--- src/rtl/core/pcfm_pkg.sv ---
package pcfm_pkg;

   // Stream and control port widths
   localparam int REQ_W      = 48;  // plant_output 24 + reference 16 + clear 1, byte padded
   localparam int RSP_W      = 40;  // duty 16 + measurement 16 + polarity 1 + integrated 1
   localparam int CSR_IDX_W  = 3;
   localparam int CSR_DATA_W = 24;

   // Fixed point constants
   localparam logic [15:0] ONE_Q15  = 16'd32768;
   localparam logic [15:0] HALF_Q15 = 16'd16384;

   // Register indexes
   typedef enum logic [CSR_IDX_W-1:0] {
      REG_PROP_GAIN      = 3'd0,
      REG_INT_GAIN       = 3'd1,
      REG_FILTER_COEFF   = 3'd2,
      REG_INV_FULL_SCALE = 3'd3,
      REG_SIGNED_MEASURE = 3'd4
   } reg_index_type;

   // Multiplier operand pair
   typedef enum logic [1:0] {
      MUL_NORM,
      MUL_FILT,
      MUL_PROP,
      MUL_INTEG
   } mul_sel_type;

   // Datapath operation of one step
   typedef enum logic [2:0] {
      OP_NONE,
      OP_LOAD,
      OP_NORM,
      OP_FILT,
      OP_PROP,
      OP_INTEG,
      OP_FINISH
   } dp_op_type;

   // Sequencing of the step counter
   typedef enum logic [1:0] {
      SEQ_NEXT,
      SEQ_WAIT_REQ,
      SEQ_WAIT_RSP
   } seq_type;

   typedef struct packed {
      mul_sel_type mul_sel;
      logic        mul_en;
      dp_op_type   op;
      seq_type     seq;
   } ucode_type;

   // Qualified control toward the datapath
   typedef struct packed {
      mul_sel_type mul_sel;
      logic        mul_en;
      dp_op_type   op;
   } ctrl_type;

   localparam int STEP_W = 3;

   function automatic ucode_type ucode_rom(input logic [STEP_W-1:0] step);
      ucode_type w;
      unique case (step)
         3'd0: w = '{MUL_NORM,  1'b1, OP_LOAD,   SEQ_WAIT_REQ};
         3'd1: w = '{MUL_NORM,  1'b0, OP_NORM,   SEQ_NEXT};
         3'd2: w = '{MUL_FILT,  1'b1, OP_NONE,   SEQ_NEXT};
         3'd3: w = '{MUL_FILT,  1'b0, OP_FILT,   SEQ_NEXT};
         3'd4: w = '{MUL_PROP,  1'b1, OP_NONE,   SEQ_NEXT};
         3'd5: w = '{MUL_INTEG, 1'b1, OP_PROP,   SEQ_NEXT};
         3'd6: w = '{MUL_INTEG, 1'b0, OP_INTEG,  SEQ_NEXT};
         3'd7: w = '{MUL_INTEG, 1'b0, OP_FINISH, SEQ_WAIT_RSP};
         default: w = '{MUL_NORM, 1'b0, OP_NONE, SEQ_NEXT};
      endcase
      return w;
   endfunction

endpackage

--- src/rtl/core/pcfm_sequencer.sv ---
module pcfm_sequencer (
   input  logic                clock,
   input  logic                reset,
   input  logic                req_avail,   // request waiting
   input  logic                rsp_free,    // output register can take a result
   output logic                idle,
   output pcfm_pkg::ctrl_type  ctrl
);
   import pcfm_pkg::*;

   logic [STEP_W-1:0] step_ff, step_in;
   ucode_type         word;
   logic              go;

   assign word = ucode_rom(step_ff);

   always_comb begin
      unique case (word.seq)
         SEQ_WAIT_REQ: go = req_avail;
         SEQ_WAIT_RSP: go = rsp_free;
         SEQ_NEXT:     go = 1'b1;
         default:      go = 1'b0;
      endcase
   end

   // next step
   always_comb begin
      step_in = step_ff;
      if (go) begin
         step_in = step_ff + STEP_W'(1);  // last step wraps to the idle step
      end
   end

   // outputs
   always_comb begin
      idle         = (word.seq == SEQ_WAIT_REQ);
      ctrl.mul_sel = word.mul_sel;
      ctrl.mul_en  = word.mul_en & go;
      ctrl.op      = go ? word.op : OP_NONE;
   end

   always_ff @(posedge clock) begin
      if (reset) begin
         step_ff <= '0;
      end else begin
         step_ff <= step_in;
      end
   end

endmodule

--- src/rtl/core/pi_controller_with_filtered_measure_core.sv ---
// A request runs through the eight-step microprogram, which shares one multiplier; the result is
// registered at the finish step once the output register is free. A new request is taken only after the last step.
// The next request is taken while a finished result still waits in the output register.
// Reset (synchronous, active high): integrator and filter cleared, registers at defaults,
// sequencer at its idle step, no result pending.
module pi_controller_with_filtered_measure_core (
   input  logic                                 clock,
   input  logic                                 reset,
   // request stream
   input  logic                                 req_tvalid,
   output logic                                 req_tready,
   // [23:0] plant_output, [39:24] reference, [40] clear, [47:41] zero
   input  logic [pcfm_pkg::REQ_W-1:0]           req_tdata,
   // result stream
   output logic                                 rsp_tvalid,
   input  logic                                 rsp_tready,
   // [15:0] duty, [31:16] measurement, [32] polarity, [33] integrated, [39:34] zero
   output logic [pcfm_pkg::RSP_W-1:0]           rsp_tdata,
   // register writes
   input  logic                                 csr_we,
   input  logic [pcfm_pkg::CSR_IDX_W-1:0]       csr_index,
   input  logic [pcfm_pkg::CSR_DATA_W-1:0]      csr_wdata
);
   import pcfm_pkg::*;

   // ---------------------------------------------------------------------------------------
   // Registers
   // ---------------------------------------------------------------------------------------
   logic [15:0] kp_ff, kp_in;
   logic [15:0] ki_ff, ki_in;
   logic [15:0] alpha_ff, alpha_in;
   logic [23:0] inv_ff, inv_in;
   logic        signed_ff, signed_in;

   always_comb begin
      kp_in     = kp_ff;
      ki_in     = ki_ff;
      alpha_in  = alpha_ff;
      inv_in    = inv_ff;
      signed_in = signed_ff;
      if (csr_we) begin
         unique case (csr_index)
            REG_PROP_GAIN:      kp_in     = csr_wdata[15:0];
            REG_INT_GAIN:       ki_in     = csr_wdata[15:0];
            REG_FILTER_COEFF:   alpha_in  = csr_wdata[15:0];
            REG_INV_FULL_SCALE: inv_in    = csr_wdata;
            REG_SIGNED_MEASURE: signed_in = csr_wdata[0];
            default: ;  // unmapped index, write dropped
         endcase
      end
   end

   // ---------------------------------------------------------------------------------------
   // Sequencer: eight microcode steps, step 0 waits for a request, step 7 for the output slot
   // ---------------------------------------------------------------------------------------
   ctrl_type ctrl;
   logic     rsp_valid_ff, rsp_valid_in;
   logic     rsp_free;
   logic     seq_idle;

   assign rsp_free = ~rsp_valid_ff | rsp_tready;

   pcfm_sequencer u_seq (
      .clock     (clock),
      .reset     (reset),
      .req_avail (req_tvalid),
      .rsp_free  (rsp_free),
      .idle      (seq_idle),
      .ctrl      (ctrl)
   );

   assign req_tready = seq_idle;

   // ---------------------------------------------------------------------------------------
   // Request fields
   // ---------------------------------------------------------------------------------------
   logic signed [23:0] req_y;
   logic        [15:0] req_ref;
   logic               req_clr;

   assign req_y   = req_tdata[23:0];
   assign req_ref = req_tdata[39:24];
   assign req_clr = req_tdata[40];

   // ---------------------------------------------------------------------------------------
   // Shared multiplier, 25 x 25 signed, registered product
   // ---------------------------------------------------------------------------------------
   logic signed [24:0] mul_a, mul_b;
   logic signed [49:0] prod_ff, prod_in;

   // working registers
   logic        [15:0] ref_ff, ref_in;     // reference saturated to 1.0
   logic signed [16:0] diff_ff, diff_in;   // m - f, Q15
   logic signed [16:0] err_ff, err_in;     // ref - f, Q15
   logic signed [23:0] up_ff, up_in;       // proportional term, Q18
   logic signed [23:0] ui_ff, ui_in;       // proposed integrator, Q18
   // state
   logic signed [23:0] integ_ff, integ_in; // Q18
   logic        [15:0] filt_ff, filt_in;   // Q15, 0..1
   // output register
   logic [RSP_W-1:0]   rsp_data_ff, rsp_data_in;

   always_comb begin
      unique case (ctrl.mul_sel)
         MUL_NORM:  begin mul_a = {req_y[23], req_y};        mul_b = {1'b0, inv_ff};   end
         MUL_FILT:  begin mul_a = {{8{diff_ff[16]}}, diff_ff}; mul_b = {9'd0, alpha_ff}; end
         MUL_PROP:  begin mul_a = {{8{err_ff[16]}}, err_ff};   mul_b = {9'd0, kp_ff};    end
         MUL_INTEG: begin mul_a = {{8{err_ff[16]}}, err_ff};   mul_b = {9'd0, ki_ff};    end
         default:   begin mul_a = '0;                          mul_b = '0;              end
      endcase
      prod_in = ctrl.mul_en ? mul_a * mul_b : prod_ff;
   end

   // ---------------------------------------------------------------------------------------
   // Normalization: signed maps to 0.5 + 0.5y (floor), magnitude maps |y| (floor), clamp to 1.0
   // ---------------------------------------------------------------------------------------
   logic signed [32:0] norm_sgn;
   logic signed [49:0] prod_neg;
   logic        [48:0] prod_mag;
   logic        [32:0] norm_mag;
   logic        [15:0] norm_m;

   always_comb begin
      norm_sgn = $signed(prod_ff[49:17]) + 33'sd16384;
      prod_neg = -prod_ff;
      prod_mag = prod_ff[49] ? prod_neg[48:0] : prod_ff[48:0];
      norm_mag = prod_mag[48:16];
      if (signed_ff) begin
         if (norm_sgn < 33'sd0) begin
            norm_m = 16'd0;
         end else if (norm_sgn > 33'sd32768) begin
            norm_m = ONE_Q15;
         end else begin
            norm_m = norm_sgn[15:0];
         end
      end else begin
         norm_m = (norm_mag > 33'd32768) ? ONE_Q15 : norm_mag[15:0];
      end
   end

   // ---------------------------------------------------------------------------------------
   // Filter update, rounded, clamped to 0..1
   // ---------------------------------------------------------------------------------------
   logic signed [49:0] filt_rnd;
   logic signed [17:0] filt_sum;
   logic        [15:0] filt_new;

   always_comb begin
      filt_rnd = prod_ff + 50'sd32768;
      filt_sum = $signed({2'b00, filt_ff}) + $signed(filt_rnd[33:16]);
      if (filt_sum < 18'sd0) begin
         filt_new = 16'd0;
      end else if (filt_sum > 18'sd32768) begin
         filt_new = ONE_Q15;
      end else begin
         filt_new = filt_sum[15:0];
      end
   end

   // ---------------------------------------------------------------------------------------
   // PI terms: rounded products, integrator proposal saturated to 24 bits
   // ---------------------------------------------------------------------------------------
   logic signed [49:0] p_rnd, i_rnd;
   logic signed [25:0] ui_sum;
   logic signed [23:0] ui_sat;

   always_comb begin
      p_rnd  = prod_ff + 50'sd256;
      i_rnd  = prod_ff + 50'sd4096;
      ui_sum = {{2{integ_ff[23]}}, integ_ff} + {{6{i_rnd[32]}}, i_rnd[32:13]};
      if (ui_sum > 26'sd8388607) begin
         ui_sat = 24'sh7FFFFF;
      end else if (ui_sum < -26'sd8388608) begin
         ui_sat = 24'sh800000;
      end else begin
         ui_sat = ui_sum[23:0];
      end
   end

   // ---------------------------------------------------------------------------------------
   // Conditional integration and duty
   // ---------------------------------------------------------------------------------------
   logic signed [24:0] u_try, u_keep, u_sel;
   logic               err_neg, err_pos, take;
   logic        [18:0] u_clamp;
   logic        [19:0] u_rnd;
   logic        [15:0] duty;
   logic               polarity;

   always_comb begin
      u_try   = {up_ff[23], up_ff} + {ui_ff[23], ui_ff};
      u_keep  = {up_ff[23], up_ff} + {integ_ff[23], integ_ff};
      err_neg = err_ff[16];
      err_pos = ~err_ff[16] & (err_ff != 17'sd0);
      // inside the range, or the error pulls back from a limit
      take    = ((u_try > 25'sd0) && (u_try < 25'sd262144))
              || ((u_try >= 25'sd262144) && err_neg)
              || ((u_try <= 25'sd0) && err_pos);
      u_sel   = take ? u_try : u_keep;
      if (u_sel < 25'sd0) begin
         u_clamp = 19'd0;
      end else if (u_sel > 25'sd262144) begin
         u_clamp = 19'd262144;
      end else begin
         u_clamp = u_sel[18:0];
      end
      u_rnd    = {1'b0, u_clamp} + 20'd4;
      duty     = u_rnd[18:3];
      polarity = (ref_ff >= HALF_Q15);
   end

   // ---------------------------------------------------------------------------------------
   // Datapath register updates per microcode operation
   // ---------------------------------------------------------------------------------------
   always_comb begin
      ref_in      = ref_ff;
      diff_in     = diff_ff;
      err_in      = err_ff;
      up_in       = up_ff;
      ui_in       = ui_ff;
      integ_in    = integ_ff;
      filt_in     = filt_ff;
      rsp_data_in = rsp_data_ff;
      rsp_valid_in = rsp_valid_ff & ~rsp_tready;
      unique case (ctrl.op)
         OP_LOAD: begin
            ref_in = (req_ref > ONE_Q15) ? ONE_Q15 : req_ref;
            if (req_clr) begin
               integ_in = '0;
               filt_in  = '0;
            end
         end
         OP_NORM: begin
            diff_in = $signed({1'b0, norm_m}) - $signed({1'b0, filt_ff});
         end
         OP_FILT: begin
            filt_in = filt_new;
            err_in  = $signed({1'b0, ref_ff}) - $signed({1'b0, filt_new});
         end
         OP_PROP: begin
            up_in = p_rnd[32:9];
         end
         OP_INTEG: begin
            ui_in = ui_sat;
         end
         OP_FINISH: begin
            if (take) begin
               integ_in = ui_ff;
            end
            rsp_data_in  = {6'd0, take, polarity, filt_ff, duty};
            rsp_valid_in = 1'b1;
         end
         OP_NONE: ;
         default: ;
      endcase
   end

   always_ff @(posedge clock) begin
      if (reset) begin
         kp_ff        <= 16'd2048;
         ki_ff        <= 16'd1966;
         alpha_ff     <= 16'd1311;
         inv_ff       <= 24'd65536;
         signed_ff    <= 1'b0;
         integ_ff     <= '0;
         filt_ff      <= '0;
         rsp_valid_ff <= 1'b0;
      end else begin
         kp_ff        <= kp_in;
         ki_ff        <= ki_in;
         alpha_ff     <= alpha_in;
         inv_ff       <= inv_in;
         signed_ff    <= signed_in;
         integ_ff     <= integ_in;
         filt_ff      <= filt_in;
         rsp_valid_ff <= rsp_valid_in;
      end
   end

   always_ff @(posedge clock) begin
      prod_ff     <= prod_in;
      ref_ff      <= ref_in;
      diff_ff     <= diff_in;
      err_ff      <= err_in;
      up_ff       <= up_in;
      ui_ff       <= ui_in;
      rsp_data_ff <= rsp_data_in;
   end

   assign rsp_tvalid = rsp_valid_ff;
   assign rsp_tdata  = rsp_data_ff;

`ifndef SYNTH
   // sequencer leaves the idle step once a request is taken
   a_busy_after_accept: assert property (@(posedge clock) disable iff (reset)
      (req_tvalid && req_tready) |=> !req_tready)
      else $error("request accepted but sequencer still idle");

   // final step always lands a result in the output register
   a_finish_emits: assert property (@(posedge clock) disable iff (reset)
      (ctrl.op == OP_FINISH) |=> rsp_valid_ff)
      else $error("finish step produced no result");

   // filter state is within 0..1 after each filter update
   a_filter_range: assert property (@(posedge clock) disable iff (reset)
      ctrl.op == OP_FILT |=> filt_ff <= ONE_Q15)
      else $error("filter state out of range");

   // duty stays within 0..1 while presented
   a_duty_range: assert property (@(posedge clock) disable iff (reset)
      rsp_valid_ff |-> rsp_data_ff[15:0] <= ONE_Q15)
      else $error("duty out of range");
`endif

endmodule
--- config.mk ---
export PLATFORM = sky130hd
export DESIGN_NAME = pi_controller_with_filtered_measure_core
export DESIGN_NICKNAME = d
export VERILOG_FILES = /design/src/rtl/core/pcfm_pkg.sv /design/src/rtl/core/pcfm_sequencer.sv /design/src/rtl/core/pi_controller_with_filtered_measure_core.sv
export SDC_FILE = /design/constraint.sdc
export NUM_CORES = 2
export LEC_CHECK = 0
export ABC_AREA = 1
export BUFFER_PORTS_ARGS = -buffer_cell sky130_fd_sc_hd__clkbuf_2
export CORE_UTILIZATION = 35
export DETAILED_ROUTE_END_ITERATION = 8
export HOLD_SLACK_MARGIN = 0.1
export PLACE_DENSITY = 0.48
export SYNTH_ARGS = -nofsm -noshare
export SYNTH_HDL_FRONTEND = slang
export SYNTH_SLANG_ARGS = --single-unit
--- constraint.sdc ---
create_clock -name clock -period 10.9 [get_ports clock]
set_clock_uncertainty 0.2 [all_clocks]
set_input_delay 2.725 -clock clock [delete_from_list [all_inputs] [get_ports clock]]
set_output_delay 2.725 -clock clock [all_outputs]
set_load 0.03 [all_outputs]
==> flow_summary_export.csv <==
group,metric,value,unit
run_status,status,"finished, final reports clean",
drt,drc,0,
clocking,clock_latency,580,ps
critical_path,start_kind,"primary input",
synthesis,ys_seq_area_share,18.8,%
timing,hold_ws,257,ps
critical_path,crit_arrival,9850,ps
placed_design,dp_hpwl,107000,µm
clocking,post_cts_buffers,0,
synthesis,syn_avg_cell_area,7.95,µm²
synthesis,synth-edff-count,182,
clocking,max-clock-path-buffers,3,
die,die_height,350,µm
critical_path,crit_path_top_delay_cell,"fa_1",
clocking,path_clk_slew,60,ps
final_layout,diodes,0,
final_layout,layout_commonest_cell,"inv_1",
global_route,grtUsageTotal,21.4,%
timing,rsz0062_at_grt,"no",
synthesis,yosys_warnings,0,
final_layout,final_net_count,6390,
synthesis,synth_seq_cells,307,
global_route,grt_max_degree,71,
timing,hold_viol,0,
clocking,root_buffer,"clkbuf_16",
drt,vias,33900,
timing,relSlewSlack,20.1,%
global_route,grt_pass1_wl,203000,µm
critical_path,crit_fanout,9,
timing,worstMarginPinSlew,1200,ps
synthesis,syn_inst,5333,
clocking,cts_made_buffers,35,
die,die_x,350,µm
clocking,htree_levels,2,
final_layout,layout-drive-gt1-share,6.25,%
final_layout,layout_common_cells,"inv_1 (1180), nand2_1 (950), nor2_1 (638)",
final_layout,syn_to_final_growth,9.32,%
die,ios,122,
critical_path,cpMostUsedCell,"fa_1",
critical_path,cp-end-kind,"flip-flop",
synthesis,synth.distinct_cells,62,
synthesis,syn-cell-area,42400,µm²
timing,period_share,89.7,%
drt,ant_nets,0,
final_layout,num-fill-cells,12500,
critical_path,critPathTopFamily,"adder cells",
clocking,hold_buffers,0,
clocking,cts_tree,"yes",
critical_path,worstSetupStartpoint,"req_tdata[10]",
clocking,cts_resized,0,
timing,fmax,0.102,GHz
drt,drtPass1Iterations,5,
min_path,hp-class,"flip-flop to flip-flop",
die,initial_utilization,35.4,%
drt,finalWirelength,129000,µm
critical_path,crit_buf_inv,7,
placed_design,io_buffers,108,
global_route,globalRouteOverflowTotal,0,
critical_path,cp_slowest_stage_delay,570,ps
placed_design,gp_congestion,0.882,
die,core-area,120000,µm²
critical_path,r2r-start,"u_seq.word[7]",
global_route,antenna_found_initial,0,
drt,detailedRoute.firstIterationViolations,2154,
timing,setup-tns-final,0,ps
drt,post_drt_wl_per_cell,18.2,µm
die,rows,127,
timing,period_needed,9770,ps
job,cap_violations,0,
critical_path,cp_data_required_time,10980,ps
global_route,grt_pass1_vias,35200,
synthesis,async_reset_ff_share,0,%
min_path,min-delay-start,"inv_ff[12]",
synthesis,ys.flop_type,"edfxtp_1",
timing,setup-violations-final,0,
die,die-area,123000,µm²
critical_path,path_class,"primary input to flip-flop",
timing,final_max_slew_viol_count,0,
drt,viasPerCell,4.81,
clocking,numClockSinks,307,
## final timing paths
path / to / slack, ps / depth (start not counted)
min: inv_ff[12] / 260 / 2
min reg2reg: inv_ff[12] / 260 / 2
max: prod_ff[49] / 1130 / 28
max reg2reg: prod_ff[47] / 1510 / 33
## cells by family after synthesis
group | Yosys count | share of synthesized area (%)
adder cells (fa/ha/maj) | 898 | 37.5
other | 1 | 0.00884
XOR/XNOR | 221 | 4.56
buffers and inverters | 1369 | 12.3
AO/OA/AOI/OAI | 598 | 8.10
flip-flops | 307 | 18.8
AND/OR/NAND/NOR | 1939 | 18.7
## routing by layer
| metal | up-vias | global-route usage, % | routed length [µm] |
|---|---|---|---|
| met5 | - | 0 | 0 |
| met3 | 125 | 2.31 | 5910 |
| met4 | 0 | 4.01 | 2150 |
| met2 | 689 | 36.4 | 60200 |
| li1 | 16500 | - | - |
| met1 | 16600 | 29.6 | 60300 |
## cell usage after synthesis (25+ instances only)
cell type | count | area share (%)
inv_1 | 1181 | 10
nand2_1 | 950 | 8.4
nor2_1 | 649 | 5.7
fa_1 | 623 | 29
ha_1 | 275 | 8.1
a21oi_1 | 248 | 2.9
edfxtp_1 | 182 | 13
o21ai_0 | 179 | 2.1
nand3_1 | 162 | 1.9
xor2_1 | 157 | 3.2
clkbuf_1 | 151 | 1.3
dfxtp_1 | 125 | 5.9
xnor2_1 | 64 | 1.3
nor3_1 | 52 | 0.61
nand4_1 | 50 | 0.74
nor4_1 | 30 | 0.44
o21a_1 | 25 | 0.44
## registers in the layout (all words and copies together), names as in the netlist
name,count
kp_ff,16
u_seq.word,8
rsp_tvalid,1
rsp_tdata,34
prod_ff,50
up_ff,24
ui_ff,24
diff_ff,17
err_ff,17
signed_ff,1
ki_ff,16
ref_ff,16
integ_ff,24
inv_ff,24
alpha_ff,16
u_seq.step_ff,3
filt_ff,16
## worst min-delay path: cells and delay by family (launching register included)
family / cells / cell delay, ps
DFF: 1 / 300
AOI/OAI and AO/OA: 1 / 60
buffers and inverters: 1 / 60
## layout make-up
cell class / instances / area [µm²] / share of cell area [%]
Multi-Input combinational cell: 3662 / 29400 / 63.3
Sequential cell: 307 / 7970 / 17.2
Inverter: 1198 / 4500 / 9.70
Tap cell: 1612 / 2020 / 4.35
Timing Repair Buffer: 208 / 1290 / 2.78
Clock buffer: 43 / 991 / 2.14
Clock inverter: 21 / 246 / 0.532
## through the flow
step | instance area (µm²) | instances | worst slack, ps | util [%]
after CTS | 46400 | 7051 | 1150 | 38.6
after detailed placement | 45100 | 6987 | 554 | 37.6
after global routing | 46400 | 7051 | 686 | 38.6
final | 46400 | 7051 | 1130 | 38.6
after floorplan | 42400 | 5338 | 1260 | -
after global placement | 45100 | 6987 | 583 | 37.6
Power is left out: the tool's default activity adds up to more than one toggle a clock period on the data nets, which glitch-free logic cannot reach.
